--- src/rtl/core/lrw_pkg.sv ---
// Shared types and constants for the line raster walker.
package lrw_pkg;

  localparam int CANVAS_SIZE = 64;
  localparam int COORD_W     = 6;
  localparam int DIM_W       = 7;
  localparam int GAIN_W      = 10;
  localparam int LEVEL_W     = 8;
  localparam int ERR_W       = 8;
  localparam int PROD_W      = LEVEL_W + GAIN_W;
  localparam int CFG_IDX_W   = 2;
  localparam int CFG_DATA_W  = 10;

  localparam logic [LEVEL_W-1:0] LEVEL_MAX = 8'd255;
  // level*gain at or above 255*256 divides to 256 or more and saturates
  localparam logic [PROD_W-1:0]  PROD_SAT  = PROD_W'(255 * 256);

  localparam logic [CFG_IDX_W-1:0] CFG_CANVAS_WIDTH    = 2'd0;
  localparam logic [CFG_IDX_W-1:0] CFG_CANVAS_HEIGHT   = 2'd1;
  localparam logic [CFG_IDX_W-1:0] CFG_LIGHT_INTENSITY = 2'd2;

  typedef enum logic [1:0] {
    ST_IDLE,
    ST_SCALE,
    ST_WALK
  } state_t;

  typedef struct packed {
    logic load;
    logic scale;
    logic step;
  } lrw_cmd_t;

  typedef struct packed {
    logic last;
  } lrw_status_t;

endpackage

--- src/rtl/core/lrw_ctrl.sv ---
// Sequencer for the line walk: load, scale, then one point per word.
module lrw_ctrl import lrw_pkg::*; (
  input  logic        clk,
  input  logic        rst,
  input  logic        in_valid,
  output logic        in_ready,
  output logic        out_valid,
  input  logic        out_ready,
  output lrw_cmd_t    cmd,
  input  lrw_status_t status
);

  state_t state, state_next;

  always_ff @(posedge clk) begin
    if (rst) begin
      state <= ST_IDLE;
    end else begin
      state <= state_next;
    end
  end

  always_comb begin
    state_next = state;
    cmd        = '0;
    in_ready   = 1'b0;
    out_valid  = 1'b0;
    case (state)
      ST_IDLE: begin
        in_ready = 1'b1;
        if (in_valid) begin
          cmd.load   = 1'b1;
          state_next = ST_SCALE;
        end
      end
      ST_SCALE: begin
        cmd.scale  = 1'b1;
        state_next = ST_WALK;
      end
      ST_WALK: begin
        out_valid = 1'b1;
        if (out_ready) begin
          if (status.last) begin
            state_next = ST_IDLE;
          end else begin
            cmd.step = 1'b1;
          end
        end
      end
      default: begin
        state_next = ST_IDLE;
      end
    endcase
  end

endmodule

--- src/rtl/core/lrw_datapath.sv ---
// Walk registers, Bresenham error update and level scaling.
module lrw_datapath import lrw_pkg::*; (
  input  logic               clk,
  input  lrw_cmd_t           cmd,
  output lrw_status_t        status,
  input  logic [COORD_W-1:0] start_x,
  input  logic [COORD_W-1:0] start_y,
  input  logic [COORD_W-1:0] end_x,
  input  logic [COORD_W-1:0] end_y,
  input  logic [LEVEL_W-1:0] line_level,
  input  logic [DIM_W-1:0]   canvas_width,
  input  logic [DIM_W-1:0]   canvas_height,
  input  logic [GAIN_W-1:0]  light_intensity,
  output logic [COORD_W-1:0] point_x,
  output logic [COORD_W-1:0] point_y,
  output logic               inside_res,
  output logic [LEVEL_W-1:0] pixel_level,
  output logic               last_point
);

  logic [COORD_W-1:0]      cur_x, cur_y, target_x, target_y, span_x, span_y;
  logic                    step_x_neg, step_y_neg;
  logic signed [ERR_W-1:0] error_term;
  logic [LEVEL_W-1:0]      scaled_level;
  logic [PROD_W-1:0]       product;

  // load-time span and initial error
  logic [COORD_W-1:0]      ld_span_x, ld_span_y;
  logic signed [ERR_W-1:0] ld_err;

  always_comb begin
    ld_span_x = (start_x < end_x) ? end_x - start_x : start_x - end_x;
    ld_span_y = (start_y < end_y) ? end_y - start_y : start_y - end_y;
    if (ld_span_x > ld_span_y) begin
      ld_err = signed'(ERR_W'(ld_span_x >> 1));
    end else begin
      ld_err = -signed'(ERR_W'(ld_span_y >> 1));
    end
  end

  // divide by 255 as (p + p/256 + 1)/256, exact for p below 2^16 - 1
  logic [PROD_W-1:0] quot_sum;
  logic [LEVEL_W-1:0] level_calc;

  always_comb begin
    quot_sum = product + (product >> 8) + PROD_W'(1);
    if (product >= PROD_SAT) begin
      level_calc = LEVEL_MAX;
    end else begin
      level_calc = quot_sum[LEVEL_W+7:8];
    end
  end

  // error step, one guard bit
  logic signed [ERR_W:0] e9, dx9, dy9, e_new;
  logic                  take_x, take_y;

  always_comb begin
    e9     = (ERR_W+1)'(error_term);
    dx9    = signed'({{(ERR_W+1-COORD_W){1'b0}}, span_x});
    dy9    = signed'({{(ERR_W+1-COORD_W){1'b0}}, span_y});
    take_x = e9 > -dx9;
    take_y = e9 < dy9;
    e_new  = e9 - (take_x ? dy9 : '0) + (take_y ? dx9 : '0);
  end

  always_ff @(posedge clk) begin
    if (cmd.load) begin
      cur_x      <= start_x;
      cur_y      <= start_y;
      target_x   <= end_x;
      target_y   <= end_y;
      span_x     <= ld_span_x;
      span_y     <= ld_span_y;
      step_x_neg <= !(start_x < end_x);
      step_y_neg <= !(start_y < end_y);
      error_term <= ld_err;
      product    <= line_level * light_intensity;
    end
    if (cmd.scale) begin
      scaled_level <= level_calc;
    end
    if (cmd.step) begin
      error_term <= e_new[ERR_W-1:0];
      if (take_x) begin
        cur_x <= step_x_neg ? cur_x - COORD_W'(1) : cur_x + COORD_W'(1);
      end
      if (take_y) begin
        cur_y <= step_y_neg ? cur_y - COORD_W'(1) : cur_y + COORD_W'(1);
      end
    end
  end

  logic [DIM_W-1:0] wlim, hlim;

  always_comb begin
    wlim = (canvas_width > DIM_W'(CANVAS_SIZE)) ? DIM_W'(CANVAS_SIZE) : canvas_width;
    hlim = (canvas_height > DIM_W'(CANVAS_SIZE)) ? DIM_W'(CANVAS_SIZE) : canvas_height;
  end

  assign status.last = (cur_x == target_x) && (cur_y == target_y);
  assign point_x     = cur_x;
  assign point_y     = cur_y;
  assign inside_res  = ({1'b0, cur_x} < wlim) && ({1'b0, cur_y} < hlim);
  assign pixel_level = scaled_level;
  assign last_point  = status.last;

endmodule

--- src/rtl/core/line_raster_walker.sv ---
// Top level of the line raster walker: config registers, sequencer and datapath.
//
// One input word is a line request (two end points and a grey level); the block
// answers with one output word per point of the line, in walk order from the
// start point to the end point, N = max(|dx|,|dy|)+1 words, at most 64. The
// request is taken in an idle cycle that also forms the gain product; a scale
// state then divides by 255 with saturation, and then points leave one per cycle
// while the output side is ready. The walk stepper holds one line at a time, so
// the next request is taken the cycle after the last point leaves.
// Each point carries an inside flag against the canvas size registers (values
// above 64 act as 64, zero marks every point outside) and last_point on the end
// point. Config writes are always taken and should only be made while idle;
// indexes past the register list are ignored.
module line_raster_walker import lrw_pkg::*; (
  input  logic                  clk,
  input  logic                  rst,
  // config write channel
  input  logic                  cfg_valid,
  output logic                  cfg_ready,
  input  logic [CFG_IDX_W-1:0]  cfg_index,
  input  logic [CFG_DATA_W-1:0] cfg_data,
  // line request
  input  logic                  in_valid,
  output logic                  in_ready,
  input  logic [COORD_W-1:0]    start_x,
  input  logic [COORD_W-1:0]    start_y,
  input  logic [COORD_W-1:0]    end_x,
  input  logic [COORD_W-1:0]    end_y,
  input  logic [LEVEL_W-1:0]    line_level,
  // point stream
  output logic                  out_valid,
  input  logic                  out_ready,
  output logic [COORD_W-1:0]    point_x,
  output logic [COORD_W-1:0]    point_y,
  output logic                  inside_res,
  output logic [LEVEL_W-1:0]    pixel_level,
  output logic                  last_point
);

  logic [DIM_W-1:0]  canvas_width, canvas_height;
  logic [GAIN_W-1:0] light_intensity;

  assign cfg_ready = 1'b1;

  always_ff @(posedge clk) begin
    if (rst) begin
      canvas_width    <= DIM_W'(64);
      canvas_height   <= DIM_W'(64);
      light_intensity <= GAIN_W'(255);
    end else if (cfg_valid && cfg_ready) begin
      case (cfg_index)
        CFG_CANVAS_WIDTH:    canvas_width    <= cfg_data[DIM_W-1:0];
        CFG_CANVAS_HEIGHT:   canvas_height   <= cfg_data[DIM_W-1:0];
        CFG_LIGHT_INTENSITY: light_intensity <= cfg_data[GAIN_W-1:0];
        default: ;
      endcase
    end
  end

  lrw_cmd_t    cmd;
  lrw_status_t status;

  lrw_ctrl u_ctrl (
    .clk       (clk),
    .rst       (rst),
    .in_valid  (in_valid),
    .in_ready  (in_ready),
    .out_valid (out_valid),
    .out_ready (out_ready),
    .cmd       (cmd),
    .status    (status)
  );

  lrw_datapath u_dp (
    .clk             (clk),
    .cmd             (cmd),
    .status          (status),
    .start_x         (start_x),
    .start_y         (start_y),
    .end_x           (end_x),
    .end_y           (end_y),
    .line_level      (line_level),
    .canvas_width    (canvas_width),
    .canvas_height   (canvas_height),
    .light_intensity (light_intensity),
    .point_x         (point_x),
    .point_y         (point_y),
    .inside_res      (inside_res),
    .pixel_level     (pixel_level),
    .last_point      (last_point)
  );

endmodule

--- config.mk ---
export PLATFORM = sky130hd
export DESIGN_NAME = line_raster_walker
export DESIGN_NICKNAME = d
export VERILOG_FILES = /design/src/rtl/core/lrw_pkg.sv /design/src/rtl/core/lrw_ctrl.sv /design/src/rtl/core/lrw_datapath.sv /design/src/rtl/core/line_raster_walker.sv
export SDC_FILE = /design/constraint.sdc
export NUM_CORES = 1
export LEC_CHECK = 0
export BUFFER_PORTS_ARGS = -buffer_cell sky130_fd_sc_hd__buf_2
export CORE_UTILIZATION = 60
export DETAILED_ROUTE_END_ITERATION = 12
export GPL_ROUTABILITY_DRIVEN = 0
export HOLD_SLACK_MARGIN = 0.12
export PLACE_DENSITY = 0.8
export SYNTH_ARGS = -nofsm -noshare
export SYNTH_HDL_FRONTEND = slang
export SYNTH_SLANG_ARGS = --single-unit
--- constraint.sdc ---
create_clock -name clk -period 8.3 [get_ports clk]
set_input_delay 0.415 -clock clk [delete_from_list [all_inputs] [get_ports clk]]
set_output_delay 0.415 -clock clk [all_outputs]
set_load 0.02 [all_outputs]
======== Word level (Yosys, flattened, before mapping) ========
Cells that the tools add are included.
storage, ports and cells
  bits in registers ....................... 98
  input port bits ......................... 49
  output and inout port bits .............. 25
  word-level logic and storage cells ...... 89
cells by class
  add/sub/neg operators ................... 14
  $mul .................................... 1
  magnitude comparators ................... 10
  equality and inequality tests ........... 9
  muxes and demuxes ....................... 29
  reductions and logical operators ........ 11
operators by type and width
  kind                                                                  count
  2-to-1 mux 6 bit                                                      12
  2-to-1 mux 8 bit                                                      3
  subtractor 6 bit                                                      4
  greater-or-equal comparator 18 x 16 -> 1 bit (second input constant)  1
  multiplier 8 x 10 -> 18 bit                                           1
  adder 16 x 1 -> 16 bit (second input constant)                        1
  adder 16 x 10 -> 16 bit                                               1
  greater-than comparator 7 bit (second input constant)                 2
  less-than comparator 6 x 7 -> 1 bit                                   2
  2-to-1 mux 7 bit                                                      2
  adder 6 x 1 -> 6 bit (second input constant)                          2
  equality test 6 bit                                                   2
  less-than comparator 6 bit                                            2
  subtractor 6 x 1 -> 6 bit (second input constant)                     2
  greater-than comparator 8 x 9 -> 1 bit                                1
  negator 6 -> 9 bit                                                    1
  adder 8 bit                                                           1
  less-than comparator 8 x 7 -> 1 bit                                   1
  2-to-1 mux 1 bit                                                      8
  negator 5 -> 8 bit                                                    1
  subtractor 8 x 6 -> 8 bit                                             1
  greater-than comparator 6 bit                                         1
  2-to-1 mux 2 bit                                                      3
  inequality test 2 bit (second input constant)                         3
  other kinds (9)                                                       16

======== Logic depth before layout (Yosys ltp) ========
  depth after elaboration ................. 6
  mapped depth ............................ 22

======== Cells and area by module ========
From an unflattened synthesis, not the netlist that was laid out.
second synthesis, totals
  cell total of the unflattened synthesis .. 982
  area, all modules ....................... 9352.7 µm²
modules (own cells, without submodules)
  module              times used  cells each  area an instance (µm²)
  lrw_datapath        1           871         8247.9
  line_raster_walker  1           100         1004.7
  lrw_ctrl            1           11          100.1

======== Worst setup path before layout ========
No wires, ideal clock.
  path type ............................... in2reg
  from .................................... input line_level[7]
  to ...................................... register u_dp.product[17] (data pin)
  library setup time ...................... 0.264 ns
  arrival time ............................ 4.207 ns
  required time ........................... 8.036 ns
  setup slack ............................. 3.830 ns
  stages .................................. 16
  cell sequence ........................... clkbuf_1 nand2_1 fa_1 inv_1 fa_1 fa_1 inv_1 fa_1 inv_1 ha_1 a21o_1 a21o_1 a21oi_1 nand3_1 a221oi_1 xnor2_1
on the way
  longest elaborated chain between the ends .. 1
ends and longest elaborated chain
  element                      RTL line                  source
  from (decl)                  line_raster_walker.sv:29  input logic [LEVEL_W-1:0] line_level,
  multiplier 8 x 10 -> 18 bit  lrw_datapath.sv:78        product <= line_level * light_intensity;
  to (signal assigned)         lrw_datapath.sv:78
  to (decl)                    lrw_datapath.sv:25        logic [PROD_W-1:0] product;
Every way passes these cells.
A chain may end at the register's enable or synchronous reset.

======== Worst setup path in the final report ========
  from .................................... register u_dp.span_x[2]
  to ...................................... register u_dp.error_term[7] (data pin)
on the way
  longest elaborated chain between the ends .. 6
ends and longest elaborated chain
  element                                 RTL line            source
  from (decl)                             lrw_datapath.sv:21  logic [COORD_W-1:0] cur_x, cur_y, target_x, target_y, span_x, span_y;
  from (signal assigned)                  lrw_datapath.sv:73  span_x <= ld_span_x;
  negator 6 -> 9 bit                      lrw_datapath.sv:62  take_x = e9 > -dx9;
  greater-than comparator 8 x 9 -> 1 bit  lrw_datapath.sv:62
  2-to-1 mux 6 bit                        lrw_datapath.sv:64  e_new = e9 - (take_x ? dy9 : '0) + (take_y ? dx9 : '0);
  subtractor 8 x 6 -> 8 bit               lrw_datapath.sv:64
  adder 8 bit (*)                         lrw_datapath.sv:64
  2-to-1 mux 8 bit (*)                    lrw_datapath.sv:83  if (cmd.step) begin
  to (signal assigned)                    lrw_datapath.sv:77  error_term <= ld_err;
  to (signal assigned)                    lrw_datapath.sv:84  error_term <= e_new[ERR_W-1:0];
  to (decl)                               lrw_datapath.sv:23  logic signed [ERR_W-1:0] error_term;
Every way passes the cells marked *; elsewhere a longest branch is shown, timed or not.

==> summary.txt <==
Worst setup path
  – FF-to-FF End: u_dp.error_term[7]$_DFFE_PP_
  – Reg2Reg Launch Point: u_dp.span_x[2]$_DFFE_PP_
  – R2R Setup Slk: 3.27 ns
  – Critical Path AT: 5.12 ns
  – CP endpoint kind: flop
  – Worst Setup Start Kind: flop
  – Crit Path Category: reg -> reg
  – Worst path required time: 8.39 ns
  – R2R depth: 18
  – Worst-path fanout max: 7

Die
  – Die Ht: 126.1 µm
  – Row count: 44
  – Initial core utilization: 0.6263
  – Ports: 74
  – Core Area: 14750 µm²
  – Chip width: 126.1 µm
  – Die Area: 15900 µm²

Clock network
  – Setup Buffers After CTS: 0
  – # clock sinks: 98
  – CTS Root Buffer Type: clkbuf_16
  – Skew-Pair Late Insertion Delay: 0.35 ns
  – H-tree levels: 3
  – CTS tree: yes
  – Maximum root-to-sink buffer count: 2
  – # hold bufs at CTS: 0
  – CTS Buf Count: 9
  – Clk pin slew, worst setup/hold paths: 0.07 ns
  – CTS resizes: 0

Route
  – Final Routed Wirelength: 19250 µm
  – DR vias: 6863
  – Drt wl/cell: 15.63 µm
  – DRT iter0 DRCs: 395
  – Drt via density: 5.571
  – DRC: 0
  – DR pass1 iterations: 5
  – Post-route ant nets: 0

Synthesis
  – Ys async rst share: 0
  – Seq cells post-synth: 98
  – Syn. warnings: 0
  – Post-Synthesis Cells: 989
  – Post-synth EDFFs: 60
  – Primary FF master, synth: edfxtp_1
  – Post-synth design cell area: 9240 µm²
  – Syn Area/Cell: 9.343 µm²
  – Post-synth cell types: 68
  – Sequential fraction of the synthesis area: 0.2773
  – Syn_nets: 1216

Power and ir drop
  – Leakage power: 4.840 nW
  – Power Total: 2.966 mW
  – Pwr dens: 297.5 nW/µm²
  – Peak VDD IR: 0.1610 mV

Timing
  – Setup TNS: 0 ns
  – Worst Max-Slew Pin Slew: 1.085 ns
  – Crit path time final: 5.029 ns
  – Number of setup violations in the final report: 0
  – Max-slew headroom: 0.2757
  – Clock skew: 0.01067 ns
  – Final period utilization: 0.6058
  – Final Hold Viols: 0
  – FMAX: 0.1989 GHz
  – RSZ-0062 raised after global routing: no
  – Max Slew Vio Count: 0
  – Hold WS: 0.2728 ns

Place
  – HPWL Detailed: 15330 µm
  – I/O Buffers: 72

Global route
  – Vias in the first global route: 6768
  – Grt ovf: 0
  – Initial antenna violation count: 0
  – First-pass GRT wire length: 32370 µm
  – Largest net degree at the start of global routing: 51
  – Overall global routing resource usage: 0.2582

Final layout
  – Leading cell types in the layout, fill and taps excluded: 137 x inv_1, 118 x ha_1, 105 x nand2_1, 72 x buf_2
  – Final #Nets: 1270
  – Synth-to-Final Area Change: 7.881%
  – Fraction of layout cells with a size suffix above 1: 0.1078
  – Most common cell after layout, fill and taps aside: inv_1
  – Ant. Diodes: 0
  – Final Core Density: 0.6756

Hold path
  – Min-delay src: end_x[5]
  – Hold endpoint: u_dp.target_x[5]$_DFFE_PP_
  – Tightest Hold Check Type: in -> reg
  – Worst hold stages: 1

Outcome
  – Status: complete, no violations

Flow run
  – Max Cap Viol: 0
metrics by stage:
stage | worst slack, ns | cells | area, µm²
floorplan | 3.830 | 989 | 9240
global placement | 3.551 | 1216 | 9692
detailed placement | 3.293 | 1216 | 9692
CTS | 3.287 | 1232 | 9968
global route | 2.971 | 1232 | 9968
finish | 3.271 | 1232 | 9968
area by class of cell:
class	instances	area, µm²
inverters	140	528.0
flip-flops and latches	98	2562
multi-input cells	720	5996
repair buffers	74	375.4
well taps	184	230.2
clock inverters	6	47.55
fillers	1206	4786
clock buffers	10	229.0
worst max-delay path: stages (launching register included):
cell,delay [ns]
edfxtp_1,0.47
nor3_1,0.31
nand3_1,0.17
xnor2_1,0.15
ha_1,0.19
a21o_1,0.18
a211o_1,0.31
a2111oi_1,0.39
o22ai_1,0.30
and2_1,0.26
fa_1,0.56
inv_1,0.06
ha_1,0.28
a21o_1,0.17
a21oi_1,0.22
o21ai_0,0.16
o41ai_1,0.33
xnor2_1,0.16
o22ai_1,0.09
cells in the mapped netlist, types with 7 or more instances:
cell type,instances,share of area
clkbuf_1,21,0.0085
a21o_1,26,0.021
nor2b_1,11,0.0074
nand2b_1,14,0.0095
a211oi_1,7,0.0057
xor2_1,19,0.018
xnor2_1,40,0.038
nand3_1,18,0.0097
nor2_1,53,0.022
nand2_1,105,0.043
edfxtp_1,60,0.19
nand3b_1,13,0.011
fa_1,60,0.13
inv_1,137,0.056
o21ai_0,24,0.013
dfxtp_1,38,0.082
ha_1,118,0.16
mux2i_1,23,0.025
a21oi_1,53,0.029
and2_1,45,0.030
flip-flops by register name, indices dropped and copies added (netlist names):
| name | flops |
|---|---|
| light_intensity | 10 |
| u_dp.pixel_level | 8 |
| u_dp.product | 18 |
| canvas_width | 7 |
| u_dp.step_x_neg | 1 |
| canvas_height | 7 |
| u_dp.target_y | 6 |
| u_ctrl.state | 2 |
| u_dp.span_x | 6 |
| u_dp.point_x | 6 |
| u_dp.target_x | 6 |
| u_dp.step_y_neg | 1 |
| u_dp.span_y | 6 |
| u_dp.point_y | 6 |
| u_dp.error_term | 8 |
worst max path at each step:
stage                                   startpoint                      endpoint  slack, ns  cells past startpoint
after CTS                 u_dp.span_x[2]$_DFFE_PP_  u_dp.error_term[7]$_DFFE_PP_       3.29                     18
final                     u_dp.span_x[2]$_DFFE_PP_  u_dp.error_term[7]$_DFFE_PP_       3.27                     18
after floorplan                      line_level[7]    u_dp.product[17]$_DFFE_PP_       3.83                     16
after global routing      u_dp.span_x[2]$_DFFE_PP_  u_dp.error_term[7]$_DFFE_PP_       2.97                     18
after global placement    u_dp.span_x[2]$_DFFE_PP_  u_dp.error_term[7]$_DFFE_PP_       3.55                     18
after detailed placement  u_dp.span_x[2]$_DFFE_PP_  u_dp.error_term[7]$_DFFE_PP_       3.29                     18
layer usage:
layer	GRT usage	part of all wire
met5	0	0
met4	0.06662	0.013
met3	0.02591	0.036
met2	0.4433	0.48
met1	0.3497	0.47
kinds of logic (layout without fill, tap and decap cells):
logic type               count (synthesis)  count (layout)  synth area share
buffers and inverters                  171             230           0.07380
AND/OR/NAND/NOR                        293             293            0.1576
adder cells (fa/ha/maj)                178             178            0.2898
multiplexers                            29              29           0.03223
flip-flops                              98              98            0.2773
other                                    1               1         0.0004058
AO/OA/AOI/OAI                          160             160            0.1129
XOR/XNOR                                59              59           0.05592
power breakdown:
part           internal (mW)  switching, mW  leakage [nW]
clock network          0.208          0.196         0.140
registers              0.684          0.100         0.880
logic                  0.792          0.986          3.82
No activity file was read; power rests on OpenSTA's default activity.
